`src/sv/rqvr_pkg.sv`:
```
// ----------------------------------------------------------------------------
// Ring queue package
// Sizes, command and status codes, sequencer states and the memory request
// bundle shared by the ring queue modules.
// ----------------------------------------------------------------------------
package rqvr_pkg;

   localparam int DEPTH      = 16;
   localparam int IDX_W      = (DEPTH > 1) ? $clog2(DEPTH) : 1;
   localparam int CNT_W      = $clog2(DEPTH + 1);
   localparam int SUM_W      = CNT_W + 1;
   localparam int VALUE_W    = 32;
   localparam int STATUS_W   = 3;
   localparam int COUNT_W    = 5;
   localparam int RSP_DATA_W = 8;

   localparam logic CMD_APPEND = 1'b0;
   localparam logic CMD_REMOVE = 1'b1;

   localparam logic [STATUS_W-1:0] STAT_INSERTED  = 3'd0;
   localparam logic [STATUS_W-1:0] STAT_FULL      = 3'd1;
   localparam logic [STATUS_W-1:0] STAT_REMOVED   = 3'd2;
   localparam logic [STATUS_W-1:0] STAT_EMPTY     = 3'd3;
   localparam logic [STATUS_W-1:0] STAT_NOT_FOUND = 3'd4;

   typedef enum logic [2:0] {
      S_IDLE,
      S_SRCH_RD,
      S_SRCH_CMP,
      S_SHIFT_RD,
      S_SHIFT_WR,
      S_DONE
   } state_type;

   typedef struct packed {
      logic               we;
      logic [IDX_W-1:0]   waddr;
      logic [VALUE_W-1:0] wdata;
      logic [IDX_W-1:0]   raddr;
   } mem_req_type;

endpackage

```
`src/sv/ring_queue_with_value_removal.sv`:
```
// ----------------------------------------------------------------------------
// Ring queue with value removal
// Circular queue of signed words with append at the tail and removal of the
// first entry that equals a given value.
// ----------------------------------------------------------------------------
// Each request beat carries a command in req_tuser (append or remove) and a
// 32-bit word in req_tdata. Every request yields exactly one response beat
// with a status code and the number of entries held afterwards.
// An append, a refused append or a removal from an empty queue goes from
// idle straight to the done state, which loads the output register. A
// removal reads and compares entries in turn from the head until a match
// or the tail, moves each later entry one slot toward the head, and
// ends in the done state. The pace is set by the single read port and the
// single write port of the entry memory, which the sequencer visits one
// entry at a time. Requests are taken only while the sequencer is idle.
// A response waits in an output register; while the receiver stalls, the
// sequencer holds its finished result and takes no new request.
// Reset empties the queue and clears any pending response; the entry memory
// itself is not cleared, since only occupied slots are ever compared or moved.
// ----------------------------------------------------------------------------
module ring_queue_with_value_removal
   import rqvr_pkg::*;
(
   input  logic                  clock,
   input  logic                  reset,
   input  logic                  req_tvalid,
   output logic                  req_tready,
   input  logic [VALUE_W-1:0]    req_tdata,   // [31:0] value
   input  logic                  req_tuser,   // [0] cmd
   output logic                  rsp_tvalid,
   input  logic                  rsp_tready,
   output logic [RSP_DATA_W-1:0] rsp_tdata    // [2:0] status, [7:3] count
);

   mem_req_type         mem_req;
   logic [VALUE_W-1:0]  rd_data;
   logic                out_free;
   logic                out_load;
   logic [STATUS_W-1:0] out_status;
   logic [COUNT_W-1:0]  out_count;
   logic                rsp_valid_ff;
   logic [STATUS_W-1:0] rsp_status_ff;
   logic [COUNT_W-1:0]  rsp_count_ff;

   assign out_free = !rsp_valid_ff || rsp_tready;

   rqvr_mem u_mem (
      .clock   (clock),
      .mem_req (mem_req),
      .rd_data (rd_data)
   );

   rqvr_ctrl u_ctrl (
      .clock      (clock),
      .reset      (reset),
      .in_valid   (req_tvalid),
      .in_ready   (req_tready),
      .in_cmd     (req_tuser),
      .in_value   (req_tdata),
      .out_free   (out_free),
      .out_load   (out_load),
      .out_status (out_status),
      .out_count  (out_count),
      .mem_req    (mem_req),
      .rd_data    (rd_data)
   );

   always_ff @(posedge clock) begin
      if (reset) begin
         rsp_valid_ff <= 1'b0;
      end else if (out_free) begin
         rsp_valid_ff <= out_load;
      end
   end

   always_ff @(posedge clock) begin
      if (out_load) begin
         rsp_status_ff <= out_status;
         rsp_count_ff  <= out_count;
      end
   end

   assign rsp_tvalid = rsp_valid_ff;
   assign rsp_tdata  = {rsp_count_ff, rsp_status_ff};

   a_busy_after_accept: assert property (@(posedge clock) disable iff (reset)
      req_tvalid && req_tready |=> !req_tready)
      else $error("request taken while a previous one is still in progress");

   a_full_count: assert property (@(posedge clock) disable iff (reset)
      rsp_tvalid && rsp_tdata[2:0] == STAT_FULL |-> rsp_tdata[7:3] == COUNT_W'(DEPTH))
      else $error("full status with a count below the depth");

   a_empty_count: assert property (@(posedge clock) disable iff (reset)
      rsp_tvalid && rsp_tdata[2:0] == STAT_EMPTY |-> rsp_tdata[7:3] == '0)
      else $error("empty status with a nonzero count");

   a_rsp_hold: assert property (@(posedge clock) disable iff (reset)
      rsp_tvalid && !rsp_tready |=> rsp_tvalid && $stable(rsp_tdata))
      else $error("response beat changed or dropped while the receiver stalled");

endmodule

```
`src/sv/rqvr_mem.sv`:
```
// ----------------------------------------------------------------------------
// Ring queue entry memory
// One write port and one read port with registered read data.
// ----------------------------------------------------------------------------
module rqvr_mem
   import rqvr_pkg::*;
(
   input  logic               clock,
   input  mem_req_type        mem_req,
   output logic [VALUE_W-1:0] rd_data
);

   logic [VALUE_W-1:0] mem_ff [DEPTH];
   logic [VALUE_W-1:0] rd_data_ff;

   always_ff @(posedge clock) begin
      if (mem_req.we) begin
         mem_ff[mem_req.waddr] <= mem_req.wdata;
      end
      rd_data_ff <= mem_ff[mem_req.raddr];
   end

   assign rd_data = rd_data_ff;

endmodule

```
`src/sv/rqvr_ctrl.sv`:
```
// ----------------------------------------------------------------------------
// Ring queue sequencer
// Walks the queue through one shared slot adder and one value comparator to
// append, search for a value and close the gap left by a removal.
// ----------------------------------------------------------------------------
module rqvr_ctrl
   import rqvr_pkg::*;
(
   input  logic                clock,
   input  logic                reset,
   input  logic                in_valid,
   output logic                in_ready,
   input  logic                in_cmd,
   input  logic [VALUE_W-1:0]  in_value,
   input  logic                out_free,
   output logic                out_load,
   output logic [STATUS_W-1:0] out_status,
   output logic [COUNT_W-1:0]  out_count,
   output mem_req_type         mem_req,
   input  logic [VALUE_W-1:0]  rd_data
);

   state_type           state_ff, state_in;
   logic [CNT_W-1:0]    ptr_ff, ptr_in;
   logic [CNT_W-1:0]    count_ff, count_in;
   logic [IDX_W-1:0]    head_ff, head_in;
   logic [VALUE_W-1:0]  value_ff, value_in;
   logic [STATUS_W-1:0] status_ff, status_in;

   logic [CNT_W-1:0] ptr_nx;
   logic [CNT_W-1:0] count_m1;
   logic [CNT_W-1:0] offset;
   logic [SUM_W-1:0] slot_sum;
   logic [IDX_W-1:0] slot;
   logic             is_full;
   logic             is_empty;
   logic             hit;
   logic             more_search;
   logic             more_shift;

   assign ptr_nx      = ptr_ff + CNT_W'(1);
   assign count_m1    = count_ff - CNT_W'(1);
   assign is_full     = (count_ff == CNT_W'(DEPTH));
   assign is_empty    = (count_ff == '0);
   assign hit         = (rd_data == value_ff);
   assign more_search = (ptr_nx < count_ff);
   assign more_shift  = (ptr_nx < count_m1);

   always_comb begin
      case (state_ff)
         S_IDLE:     offset = count_ff;
         S_SHIFT_RD: offset = ptr_nx;
         default:    offset = ptr_ff;
      endcase
      slot_sum = SUM_W'(head_ff) + SUM_W'(offset);
      if (slot_sum >= SUM_W'(DEPTH)) begin
         slot_sum = slot_sum - SUM_W'(DEPTH);
      end
      slot = slot_sum[IDX_W-1:0];
   end

   always_comb begin
      state_in = state_ff;
      case (state_ff)
         S_IDLE: begin
            if (in_valid) begin
               if (in_cmd == CMD_REMOVE && !is_empty) begin
                  state_in = S_SRCH_RD;
               end else begin
                  state_in = S_DONE;
               end
            end
         end
         S_SRCH_RD: state_in = S_SRCH_CMP;
         S_SRCH_CMP: begin
            if (hit && more_search) begin
               state_in = S_SHIFT_RD;
            end else if (!hit && more_search) begin
               state_in = S_SRCH_RD;
            end else begin
               state_in = S_DONE;
            end
         end
         S_SHIFT_RD: state_in = S_SHIFT_WR;
         S_SHIFT_WR: begin
            if (more_shift) begin
               state_in = S_SHIFT_RD;
            end else begin
               state_in = S_DONE;
            end
         end
         S_DONE: begin
            if (out_free) begin
               state_in = S_IDLE;
            end
         end
         default: state_in = S_IDLE;
      endcase
   end

   always_comb begin
      ptr_in        = ptr_ff;
      count_in      = count_ff;
      head_in       = head_ff;
      value_in      = value_ff;
      status_in     = status_ff;
      mem_req.we    = 1'b0;
      mem_req.waddr = slot;
      mem_req.wdata = rd_data;
      mem_req.raddr = slot;
      in_ready      = 1'b0;
      out_load      = 1'b0;
      case (state_ff)
         S_IDLE: begin
            in_ready = 1'b1;
            if (in_valid) begin
               value_in = in_value;
               ptr_in   = '0;
               if (in_cmd == CMD_APPEND) begin
                  if (is_full) begin
                     status_in = STAT_FULL;
                  end else begin
                     mem_req.we    = 1'b1;
                     mem_req.wdata = in_value;
                     count_in      = count_ff + CNT_W'(1);
                     status_in     = STAT_INSERTED;
                  end
               end else if (is_empty) begin
                  status_in = STAT_EMPTY;
               end
            end
         end
         S_SRCH_CMP: begin
            if (hit) begin
               if (!more_search) begin
                  status_in = STAT_REMOVED;
                  count_in  = count_m1;
                  if (count_m1 == '0) begin
                     head_in = '0;
                  end
               end
            end else begin
               ptr_in = ptr_nx;
               if (!more_search) begin
                  status_in = STAT_NOT_FOUND;
               end
            end
         end
         S_SHIFT_WR: begin
            mem_req.we = 1'b1;
            ptr_in     = ptr_nx;
            if (!more_shift) begin
               status_in = STAT_REMOVED;
               count_in  = count_m1;
               if (count_m1 == '0) begin
                  head_in = '0;
               end
            end
         end
         S_DONE: out_load = out_free;
         default: begin
         end
      endcase
   end

   always_ff @(posedge clock) begin
      if (reset) begin
         state_ff <= S_IDLE;
         count_ff <= '0;
         head_ff  <= '0;
         ptr_ff   <= '0;
      end else begin
         state_ff <= state_in;
         count_ff <= count_in;
         head_ff  <= head_in;
         ptr_ff   <= ptr_in;
      end
   end

   always_ff @(posedge clock) begin
      value_ff  <= value_in;
      status_ff <= status_in;
   end

   assign out_status = status_ff;
   assign out_count  = COUNT_W'(count_ff);

endmodule

```
`config.mk`:
```
export PLATFORM = sky130hd
export DESIGN_NAME = ring_queue_with_value_removal
export DESIGN_NICKNAME = d
export VERILOG_FILES = /design/src/sv/rqvr_pkg.sv /design/src/sv/ring_queue_with_value_removal.sv /design/src/sv/rqvr_mem.sv /design/src/sv/rqvr_ctrl.sv
export SDC_FILE = /design/constraint.sdc
export NUM_CORES = 1
export LEC_CHECK = 0
export BUFFER_PORTS_ARGS = -buffer_cell sky130_fd_sc_hd__buf_2
export CAP_MARGIN = 30
export CORE_MARGIN = 2
export CORE_UTILIZATION = 31
export DETAILED_ROUTE_END_ITERATION = 10
export PLACE_DENSITY = 0.49
export SETUP_SLACK_MARGIN = 0.2
export SYNTH_ARGS = -nofsm -noshare
export SYNTH_HDL_FRONTEND = slang
export SYNTH_SLANG_ARGS = --single-unit
```
`constraint.sdc`:
```
create_clock -name clock -period 4.1 [get_ports clock]
set_clock_uncertainty 0.2 [all_clocks]
set_input_delay 0.41 -clock clock [delete_from_list [all_inputs] [get_ports clock]]
set_output_delay 0.41 -clock clock [all_outputs]
set_load 0.03 [all_outputs]
```
# [After elaboration in Yosys (flattened, before gate mapping)]
# Memory sizes are Yosys's and may differ from the RTL's. A register that Yosys moved wholly into a read port is not among the register bits.
# Cells that the tools add are included.
[totals] regBits=61 latchBits=0 ramBits=512 rom_bits=0 in_bits=37 out_inout_bits=10 elab_cells=97 mem_count=1
[mem_list] memory="u_mem.mem_ff" depth=16 word_bits=32 rd=1 rd_clocked_by_memory_dff=1 wr=1 line_no="rqvr_mem.sv:13" rtl="logic [VALUE_W-1:0] mem_ff [DEPTH];"
[classes] addsub=5 n_mul=0 div_mod_pow=0 order_cmp=3 n_eq_ne=16 shifts=0 n_mux=45 bitwise_logic=0 reduce_logical=18
[op_table] operator="2-to-1 mux 32 bit" count=4
[op_table] operator="2-to-1 mux 5 bit" count=8
[op_table] operator="2-to-1 mux 3 bit" count=13
[op_table] operator="== test 32 bit" count=1
[op_table] operator="one-hot mux 5 bit (3 select lines)" count=2
[op_table] operator="2-to-1 mux 4 bit" count=5
[op_table] operator="one-hot mux 3 bit (6 select lines)" count=1
[op_table] operator="!= test 2 bit, second input constant" count=6
[op_table] operator="adder 5 x 1 -> 5 bit, second input constant" count=2
[op_table] operator="logical NOT 5 bit" count=2
[op_table] operator="< comparator 5 bit" count=2
[op_table] operator="one-hot mux 5 bit (2 select lines)" count=1
[op_table] operator="one-hot mux 3 bit (3 select lines)" count=1
[op_table] operator="2-to-1 mux 1 bit" count=8
[op_table] operator="one-hot mux 4 bit (2 select lines)" count=1
[op_table] operator="AND reduction 7 bit" count=1
[op_table] operator="adder 4 x 5 -> 6 bit" count=1
[op_table] operator="== test 3 x 2 -> 1 bit, second input constant" count=2
[op_table] operator="== test 3 bit, second input constant" count=2
[op_table] operator=">= comparator 6 x 5 -> 1 bit, second input constant" count=1
[op_table] operator="== test 5 bit, second input constant" count=1
[op_table] operator="AND reduction 5 bit" count=1
[op_table] operator="subtractor 5 x 1 -> 5 bit, second input constant" count=1
[op_table] operator="!= test 2 x 1 -> 1 bit, second input constant" count=2
[op_table] operator="other kinds (13)" count=18

# [Depth between registers and ports, before layout]
# Gate-level depths: netlist of the first run.
[depth] word_depth=7 ltp_mapped=11 ltp_nobuf=10

# [Hierarchy]
# A second synthesis of the first run with hierarchy kept.
[unflattened] cells_unflattened=1141 area_unflattened_um2=23264.8
[by_module_without_submodules] mod="rqvr_mem" instances=1 cells_each=838 area_per_inst_um2=19835.3 seq_area_each_um2=16015.4
[by_module_without_submodules] mod="rqvr_ctrl" instances=1 cells_each=291 area_per_inst_um2=3143.0 seq_area_each_um2=1311.3
[by_module_without_submodules] mod="ring_queue_with_value_removal" instances=1 cells_each=12 area_per_inst_um2=286.5 seq_area_each_um2=260.2

# [Least setup slack after synthesis of the first run]
# OpenSTA, ideal clock, no wires.
[synth_path] path_type="register to register" start="register u_ctrl.ptr_ff[0]" end="memory u_mem.mem_ff[0][0] (enable)" setup_time_ps=421 arrival_ps=3198 required_time_ps=3479 slack_ps=281 path_stages_with_launch=11 n_path_buf=3 period_less_slack_ps=3819 path_cell_list="dfxtp_1 -> ha_1 -> and3b_1 -> o21a_1 -> buf_2 -> nor2_2 -> buf_4 -> buf_2 -> nor2_2 -> nand2_1 -> nor2_1"
[synth_between] elab_chain_cells=5 elab_cells_between_ends=6 cone_classes="3 x add/sub; 1 x order compare; 2 x mux"
[synth_rtl] item="start: declaration" line_no="rqvr_ctrl.sv:24" rtl="logic [CNT_W-1:0] ptr_ff, ptr_in;"
[synth_rtl] item="start signal: assignment" line_no="rqvr_ctrl.sv:176" rtl="ptr_ff <= ptr_in;"
[synth_rtl] item="adder 5 x 1 -> 5 bit" line_no="rqvr_ctrl.sv:41" rtl="assign ptr_nx = ptr_ff + CNT_W'(1);"
[synth_rtl] item="one-hot mux 5 bit (2 select lines) *" line_no="rqvr_ctrl.sv:50" rtl="case (state_ff)"
[synth_rtl] item="adder 4 x 5 -> 6 bit *" line_no="rqvr_ctrl.sv:55" rtl="slot_sum = SUM_W'(head_ff) + SUM_W'(offset);"
[synth_rtl] item=">= comparator 6 x 5 -> 1 bit or subtractor 4 x 1 -> 4 bit (tied branches)" line_no="rqvr_ctrl.sv:56, rqvr_ctrl.sv:57"
[synth_rtl] item="2-to-1 mux 4 bit *" line_no="rqvr_ctrl.sv:56" rtl="if (slot_sum >= SUM_W'(DEPTH)) begin"
[synth_rtl] item="end: declaration" line_no="rqvr_mem.sv:13"
# Mark *: on every way between the ends. The rest lies on a longest branch, timed or not.

# [Worst setup path after layout of the first run]
[layout_path] start="register u_ctrl.state_ff[1]" end="memory u_mem.mem_ff[7][18] (enable)"
[layout_between] elab_chain_cells=5 elab_cells_between_ends=11 cone_classes="2 x add/sub; 1 x order compare; 2 x eq/ne; 5 x mux; 1 x reduce/logical"
[layout_rtl] item="start: declaration" line_no="rqvr_ctrl.sv:23" rtl="state_type state_ff, state_in;"
[layout_rtl] item="start signal: assignment" line_no="rqvr_ctrl.sv:173" rtl="state_ff <= state_in;"
[layout_rtl] item="== test 3 x 2 -> 1 bit or logical NOT 3 bit (tied branches)" line_no="rqvr_ctrl.sv:50, rqvr_ctrl.sv:113"
[layout_rtl] item="one-hot mux 5 bit (2 select lines)" line_no="rqvr_ctrl.sv:50"
[layout_rtl] item="adder 4 x 5 -> 6 bit" line_no="rqvr_ctrl.sv:55"
[layout_rtl] item=">= comparator 6 x 5 -> 1 bit or subtractor 4 x 1 -> 4 bit (tied branches)" line_no="rqvr_ctrl.sv:56, rqvr_ctrl.sv:57"
[layout_rtl] item="2-to-1 mux 4 bit" line_no="rqvr_ctrl.sv:56"
# Parallel ways exist; a longest one is shown, timed or not.

==> results.py, run 1 <==
metrics = {
    "run_status": {
        "run_status": "finished clean",
    },
    "power_and_ir_drop": {
        "ir_drop_mv": 0.7842,
        "clkPwrFrac_pct": 23.3,
        "switching_share_pct": 40.94,
        "powerDensity_mw_per_mm2": 872.8,
        "power_leakage_uw": 0.009271,
        "switching_power_uw": 10280,
        "p_comb_share_pct": 42.2,
        "sequentialPowerShare_pct": 34.5,
        "power.internal_uw": 14830,
    },
    "sta": {
        "period_share_pct": 86.97,
        "relSlewSlack_pct": 37.85,
        "rsz0062_at_grt": "no",
        "finalMaxSlewViolations": 0,
        "tns_ns": 0,
        "fin_ws_ns": 0.5344,
        "fmax_mhz": 280.5,
        "worst_pin_slew_ns": 0.9287,
        "finalSetupViolations": 0,
        "period_minus_slack_ns": 3.566,
        "finalHoldViolCount": 0,
    },
    "clock_network": {
        "insertion_delay_ns": 0.62,
        "postCtsSetupBuffers": 0,
        "clockBufferDepth": 3,
        "cts_buffers": 68,
        "clock-sinks": 601,
        "htree_levels": 3,
        "clk_pin_slew_worst_paths_ns": 0.06,
        "root_buffer": "clkbuf_16",
        "cts_tree": "built",
    },
    "final_layout": {
        "fin_cells": 2942,
        "syn_to_final_growth_pct": 17.10,
        "nets": 1884,
        "drive_gt1_share_pct": 14.85,
        "nFillCells": 7469,
        "final_util_pct": 36.53,
        "antenna_cells": 0,
    },
    "logic_synthesis": {
        "synth_seq_cells": 601,
        "mappedNetlistArea_mm2": 0.02456,
        "ys_warn_count": 0,
        "synth-seq-area-share_pct": 71.60,
        "synth-async-reset-ratio_pct": 0,
        "ys_types": 64,
        "synth_edf_count": 555,
        "avgSynthCellArea_um2": 13.88,
        "synth_cells": 1770,
        "syn-num-nets": 1818,
        "synth-main-ff-cell": "edfxtp_1",
    },
    "min_path": {
        "hp-start": "req_tvalid",
        "worstHoldPathType": "in -> reg",
    },
    "critical_path": {
        "critPathLaunch": "u_ctrl.state_ff[1]",
        "endpoint_kind": "register",
        "r2r_slack_ns": 0.53,
        "arrival_ns": 3.63,
        "timing.rr.end": "u_mem.mem_ff[7][18]",
        "r2r-start": "u_ctrl.state_ff[1]",
        "crit_end": "u_mem.mem_ff[7][18]",
        "path_max_fanout": 79,
        "criticalPathCategory": "reg -> reg",
        "startpoint_type": "register",
        "worstPathRequired_ns": 4.16,
        "r2r_cells": 7,
    },
    "drt": {
        "drtIter0Drc": 1370,
        "dr.pass1.iters": 5,
        "wire_per_inst_um": 23.70,
        "postRouteAntennaNets": 0,
        "viasPerCell": 5.381,
        "drc": 0,
        "routed_wl_um": 69740,
        "vias": 15831,
    },
    "floorplan": {
        "die_area_mm2": 0.08150,
        "num_io_pins": 47,
        "initial_utilization_pct": 31.19,
        "coreArea_mm2": 0.07874,
        "core.rowCount": 103,
        "die_y_um": 285.5,
        "die-width_um": 285.5,
    },
    "place": {
        "hpwl_um": 38160,
        "place_inst": 2781,
        "pre_cts_slack_ns": 0.6114,
        "portBuffers": 46,
        "place_congestion": 0.8039,
    },
    "global_route": {
        "grt_pass1_wl_um": 103400,
        "overflow": 0,
        "grt_util_all_layers_pct": 16.87,
        "grt_pass1_vias": 15462,
        "antenna_found_initial": 3,
        "grt_max_degree": 129,
    },
    "flow_run": {
        "maxCapViolations": 0,
    },
}
==> how the worst min path moves through the flow <==
stage,endpoint,slack [ns],depth (start not counted)
detailed placement,rsp_status_ff[1],0.20,0
floorplan,rsp_status_ff[0],0.20,0
finish,u_ctrl.state_ff[0],0.04,3
global route,u_ctrl.out_status[1],0.03,2
global placement,rsp_status_ff[0],0.21,0
CTS,u_ctrl.state_ff[0],0.01,3
==> timing repair <==
item	CTS	global route
endpoints found under the hold margin	38	0
hold buffers	34	0
resized for setup	0	0
==> power groups by stage <==
| stage | Clock, µW | Combinational [µW] | Sequential [µW] |
|---|---|---|---|
| 2_1_floorplan | 0 | 7000 | 8690 |
| 3_3_place_gp | 0 | 10500 | 8780 |
| 3_5_place_dp | 0 | 10600 | 8780 |
| 4_1_cts | 5960 | 10700 | 8670 |
| 5_1_grt | 6190 | 11500 | 8730 |
| 6_report | 5840 | 10600 | 8670 |
==> state kept, by name, indices dropped and copies added (netlist names) <==
| register | flops |
|---|---|
| u_ctrl.ptr_ff | 5 |
| u_ctrl.out_status | 3 |
| u_mem.mem_ff | 512 |
| u_mem.rd_data | 32 |
| rsp_tvalid | 1 |
| u_ctrl.out_count | 5 |
| rsp_count_ff | 5 |
| u_ctrl.value_ff | 32 |
| u_ctrl.state_ff | 3 |
| rsp_status_ff | 3 |
==> final cells by class <==
class	count	area, µm²	share of cell area, %
clock inverter	25	230.2	0.8004
clock buffer	101	1917	6.664
inverter	11	41.29	0.1436
timing repair buffer	144	1251	4.350
multi-input combinational	1010	6422	22.33
tap	1050	1314	4.568
sequential	601	17590	61.15
==> through the flow <==
step                instance area, µm²  hold slack, ns  power [µW]
floorplan                        24560          0.2003       15680
global placement                 26270          0.2082       19270
detailed placement               26270          0.2045       19360
CTS                              28760         0.01024       25290
global route                     28760         0.03223       26460
finish                           28760         0.04108       25100
==> Yosys cell counts (all sizes together) (33+ instances only) <==
cell type | n | area, µm²
and3 | 33 | 206.5
a22o | 33 | 289.0
clkbuf | 79 | 296.5
o211ai | 35 | 262.8
o21ai | 138 | 698.2
nand2 | 109 | 411.7
xnor2 | 38 | 332.8
dfxtp | 46 | 920.9
a211oi | 36 | 282.8
buf | 69 | 394.1
nor2 | 35 | 138.9
nand3 | 230 | 1151
mux2 | 35 | 394.1
a21oi | 115 | 575.6
edfxtp | 555 | 16670
==> cell families after synthesis <==
family	Yosys count	share of synthesized area, %
AOI/OAI and AO/OA	472	12.74
xor gates and xnor gates	41	1.462
adders and majority gates	11	0.5603
buffers and inverters	159	2.980
DFF	601	71.60
muxes	37	1.686
and+or+nand+nor	449	8.976
==> metal layers <==
layer	GRT usage, %	wire [µm]
met5	0	13
met3	3.325	4079
met2	25.94	31790
met1	24.08	32160
met4	5.209	1696
==> cells in the final DEF (no fill, tap or decap), types with 3 or more instances in the layout <==
master,Yosys,routed
dlygate4sd3_1,0,34
a22o_1,33,33
ha_1,11,11
xnor2_1,38,38
inv_1,10,9
a211oi_1,35,35
clkbuf_8,0,7
and3_1,33,33
a21oi_1,115,114
nor2_4,0,18
o21ai_0,134,134
nor3_1,4,4
clkinv_1,1,5
buf_2,42,46
nand2_1,108,107
clkinv_2,0,11
dfxtp_1,46,46
clkbuf_1,79,25
o211ai_1,35,35
a32oi_1,32,32
inv_6,0,3
mux2_2,33,33
a211o_1,32,32
nor2_1,32,15
buf_12,0,16
nand3_1,230,230
nor4_1,5,5
a311oi_1,32,32
nand4_1,12,12
clkbuf_16,0,69
buf_4,6,48
edfxtp_1,555,555
xor2_1,3,3
==> worst max-delay path, cell delays in order (launching register included) <==
cell	delay (ns)
dfxtp_1	0.79
xnor2_1	0.29
a21oi_1	0.35
or2_4	0.21
buf_12	0.36
nand2_1	0.37
nor2_4	0.17
buf_4	0.40
Power figures use the tool's default switching activity.
==> run 2, diff against run 1 <==
--- a/config.mk
+++ b/config.mk
@@ -5,6 +5,7 @@
 export SDC_FILE = /design/constraint.sdc
 export NUM_CORES = 1
 export LEC_CHECK = 0
+export ABC_AREA = 1
 export BUFFER_PORTS_ARGS = -buffer_cell sky130_fd_sc_hd__buf_2
 export CAP_MARGIN = 30
 export CORE_MARGIN = 2
==> results.py, run 2 <==
metrics = {
    "run_status": {
        "run_status": "finished clean",
    },
    "sta": {
        "worst_pin_slew_ns": 1.250,
        "finalMaxSlewViolations": 0,
        "finalHoldViolCount": 0,
        "finalSetupViolations": 0,
        "relSlewSlack_pct": 16.65,
        "period_minus_slack_ns": 3.474,
        "rsz0062_at_grt": "no",
        "period_share_pct": 84.74,
        "fmax_mhz": 287.8,
        "tns_ns": 0,
    },
    "power_and_ir_drop": {
        "powerDensity_mw_per_mm2": 768.7,
        "power_leakage_uw": 0.01241,
        "ir_drop_mv": 0.7430,
    },
    "logic_synthesis": {
        "synth_compound_area_share_pct": 1.046,
        "mappedNetlistArea_mm2": 0.02559,
        "synth-simple-area-share_pct": 24.16,
        "synth_edf_count": 555,
        "yosysMostFrequentCell": "nand2_1",
        "yosys.area.top_type_share_pct": 65.12,
        "yosys.area.top_type": "edfxtp_1",
        "synth-seq-area-share_pct": 68.72,
        "synth_top_family_by_area": "simple AND/OR/NAND/NOR gates",
        "synth_area_leaders": "edfxtp_1, nand2_1, dfxtp_1",
        "synth_common_cells": "nand2_1, edfxtp_1, inv_1",
        "ys_warn_count": 0,
        "avgSynthCellArea_um2": 10.06,
        "syn-num-nets": 2591,
        "synth-async-reset-ratio_pct": 0,
        "synthMuxAreaShare_pct": 0.6160,
        "synth_seq_cells": 601,
        "synth-xor-area-share_pct": 0.7871,
        "ys_types": 33,
        "synth_cells": 2543,
        "synth-main-ff-cell": "edfxtp_1",
        "synthAdderAreaFrac_pct": 0.5378,
    },
    "final_layout": {
        "drive_gt1_share_pct": 9.605,
        "final_util_pct": 36.52,
        "largest_reg_flops": 512,
        "nFillCells": 8148,
        "fin_area_mm2": 0.02989,
        "layout.cells.most_common_list": "nand2_1, edfxtp_1, inv_1",
        "layout_commonest_cell": "nand2_1",
        "antenna_cells": 0,
        "nets": 2700,
        "regMostFlops": "u_mem.mem_ff",
        "syn_to_final_growth_pct": 16.80,
    },
    "floorplan": {
        "die-width_um": 291.3,
        "coreArea_mm2": 0.08185,
        "num_io_pins": 47,
        "initial_utilization_pct": 31.27,
        "die_area_mm2": 0.08487,
        "core.rowCount": 105,
        "die_y_um": 291.3,
    },
    "global_route": {
        "antenna_found_initial": 0,
        "grt_max_degree": 216,
        "overflow": 0,
        "grt_util_all_layers_pct": 16.08,
        "grt_pass1_wl_um": 104000,
        "grt_pass1_vias": 17030,
    },
    "flow_run": {
        "maxCapViolations": 0,
    },
    "drt": {
        "highest_layer": "met4",
        "drc": 0,
        "postRouteAntennaNets": 0,
        "vias": 17211,
        "dr.pass1.iters": 5,
        "routed_wl_um": 68070,
        "wire_per_inst_um": 18.02,
        "drtIter0Drc": 1208,
        "viasPerCell": 4.557,
        "wl_met1_um": 32520,
        "met3_length_um": 3073,
        "wl_met2_um": 30960,
    },
    "clock_network": {
        "clock-sinks": 601,
        "root_buffer": "clkbuf_16",
        "cts_tree": "built",
        "clockBufferDepth": 3,
        "insertion_delay_ns": 0.61,
        "clk_pin_slew_worst_paths_ns": 0.06,
        "htree_levels": 3,
        "cts_buffers": 68,
    },
    "critical_path": {
        "path_max_fanout": 32,
        "criticalPathCategory": "reg -> reg",
        "startpoint_type": "register",
        "arrival_ns": 3.78,
        "worstPathRequired_ns": 4.40,
        "endpoint_kind": "register",
    },
    "place": {
        "place_area_mm2": 0.02739,
        "hpwl_um": 37530,
        "place_congestion": 0.8162,
        "portBuffers": 46,
    },
    "min_path": {
        "worstHoldPathType": "in -> reg",
    },
}
==> run 2: cell count changes in the layout (fill, tap and decap cells not counted), moves of 35 or more <==
cell	change
nand2_1	+1353
nand3_1	-210
o21ai_0	-125
inv_1	+120
a21oi_1	-84
nor2_1	+37
a211oi_1	-35
==> run 2: cell families after synthesis <==
logic type | Yosys count
xor gates and xnor gates | 23
muxes | 14
buffers and inverters | 245
and+or+nand+nor | 1600
adders and majority gates | 11
AOI/OAI and AO/OA | 49
DFF | 601
==> run 2: worst max-delay path, cell delays in order (launching register included) <==
cell	delay, ns
dfxtp_1	0.45
ha_1	0.23
xor2_1	0.32
nand2_1	0.09
a31oi_1	0.50
inv_1	0.26
nand2_1	0.42
inv_2	0.50
nand2_1	0.22
nand2_1	0.07
inv_1	0.05
nand2_1	0.04
==> run 2: final timing paths <==
kind	depth (start not counted)	endpoint	start	slack [ns]
max	11	u_mem.rd_data[23]	u_ctrl.ptr_ff[1]	0.63
max reg2reg	11	u_mem.rd_data[23]	u_ctrl.ptr_ff[1]	0.63
min reg2reg	0	rsp_status_ff[0]	u_ctrl.out_status[0]	0.22
min	5	u_ctrl.state_ff[2]	req_tvalid	0.07
==> run 2: what timing repair did <==
item	4_1_cts	5_1_grt
hold buffers	35	0
endpoints found under the hold margin	40	0
resized for setup	0	0
buffers inserted	0	0
==> run 2: layer usage <==
metal | vias to the layer above | track usage (%)
met2 | 371 | 25.78
met1 | 8306 | 22.46
met3 | 110 | 2.871
li1 | 8424 | -
met5 | - | 0
met4 | 0 | 4.287
==> run 2: cell type report <==
class	count	area (µm²)	share of cell area [%]
Timing Repair Buffer	147	1192	3.989
Tap cell	1070	1339	4.479
Clock inverter	26	225.2	0.7534
Clock buffer	99	1922	6.429
Multi-Input combinational cell	1697	7108	23.78
Sequential cell	601	17590	58.83
Inverter	137	519.2	1.737
==> run 2: power breakdown <==
group	total (µW)	internal [µW]	switching [µW]
Sequential	8640	8370	274
Combinational	8430	2310	6120
Clock	5900	3460	2440
==> run 2: through the flow <==
step	total power (µW)	hold slack, ns	setup WS (ns)	std cells
after floorplan	14360	0.2003	0.03476	2543
after global placement	17120	0.2057	0.7155	3607
after detailed placement	17280	0.2093	0.6478	3616
after CTS	23270	0.02184	0.6261	3776
after global routing	24560	0.06234	0.3698	3777
final	22980	0.06954	0.6258	3777
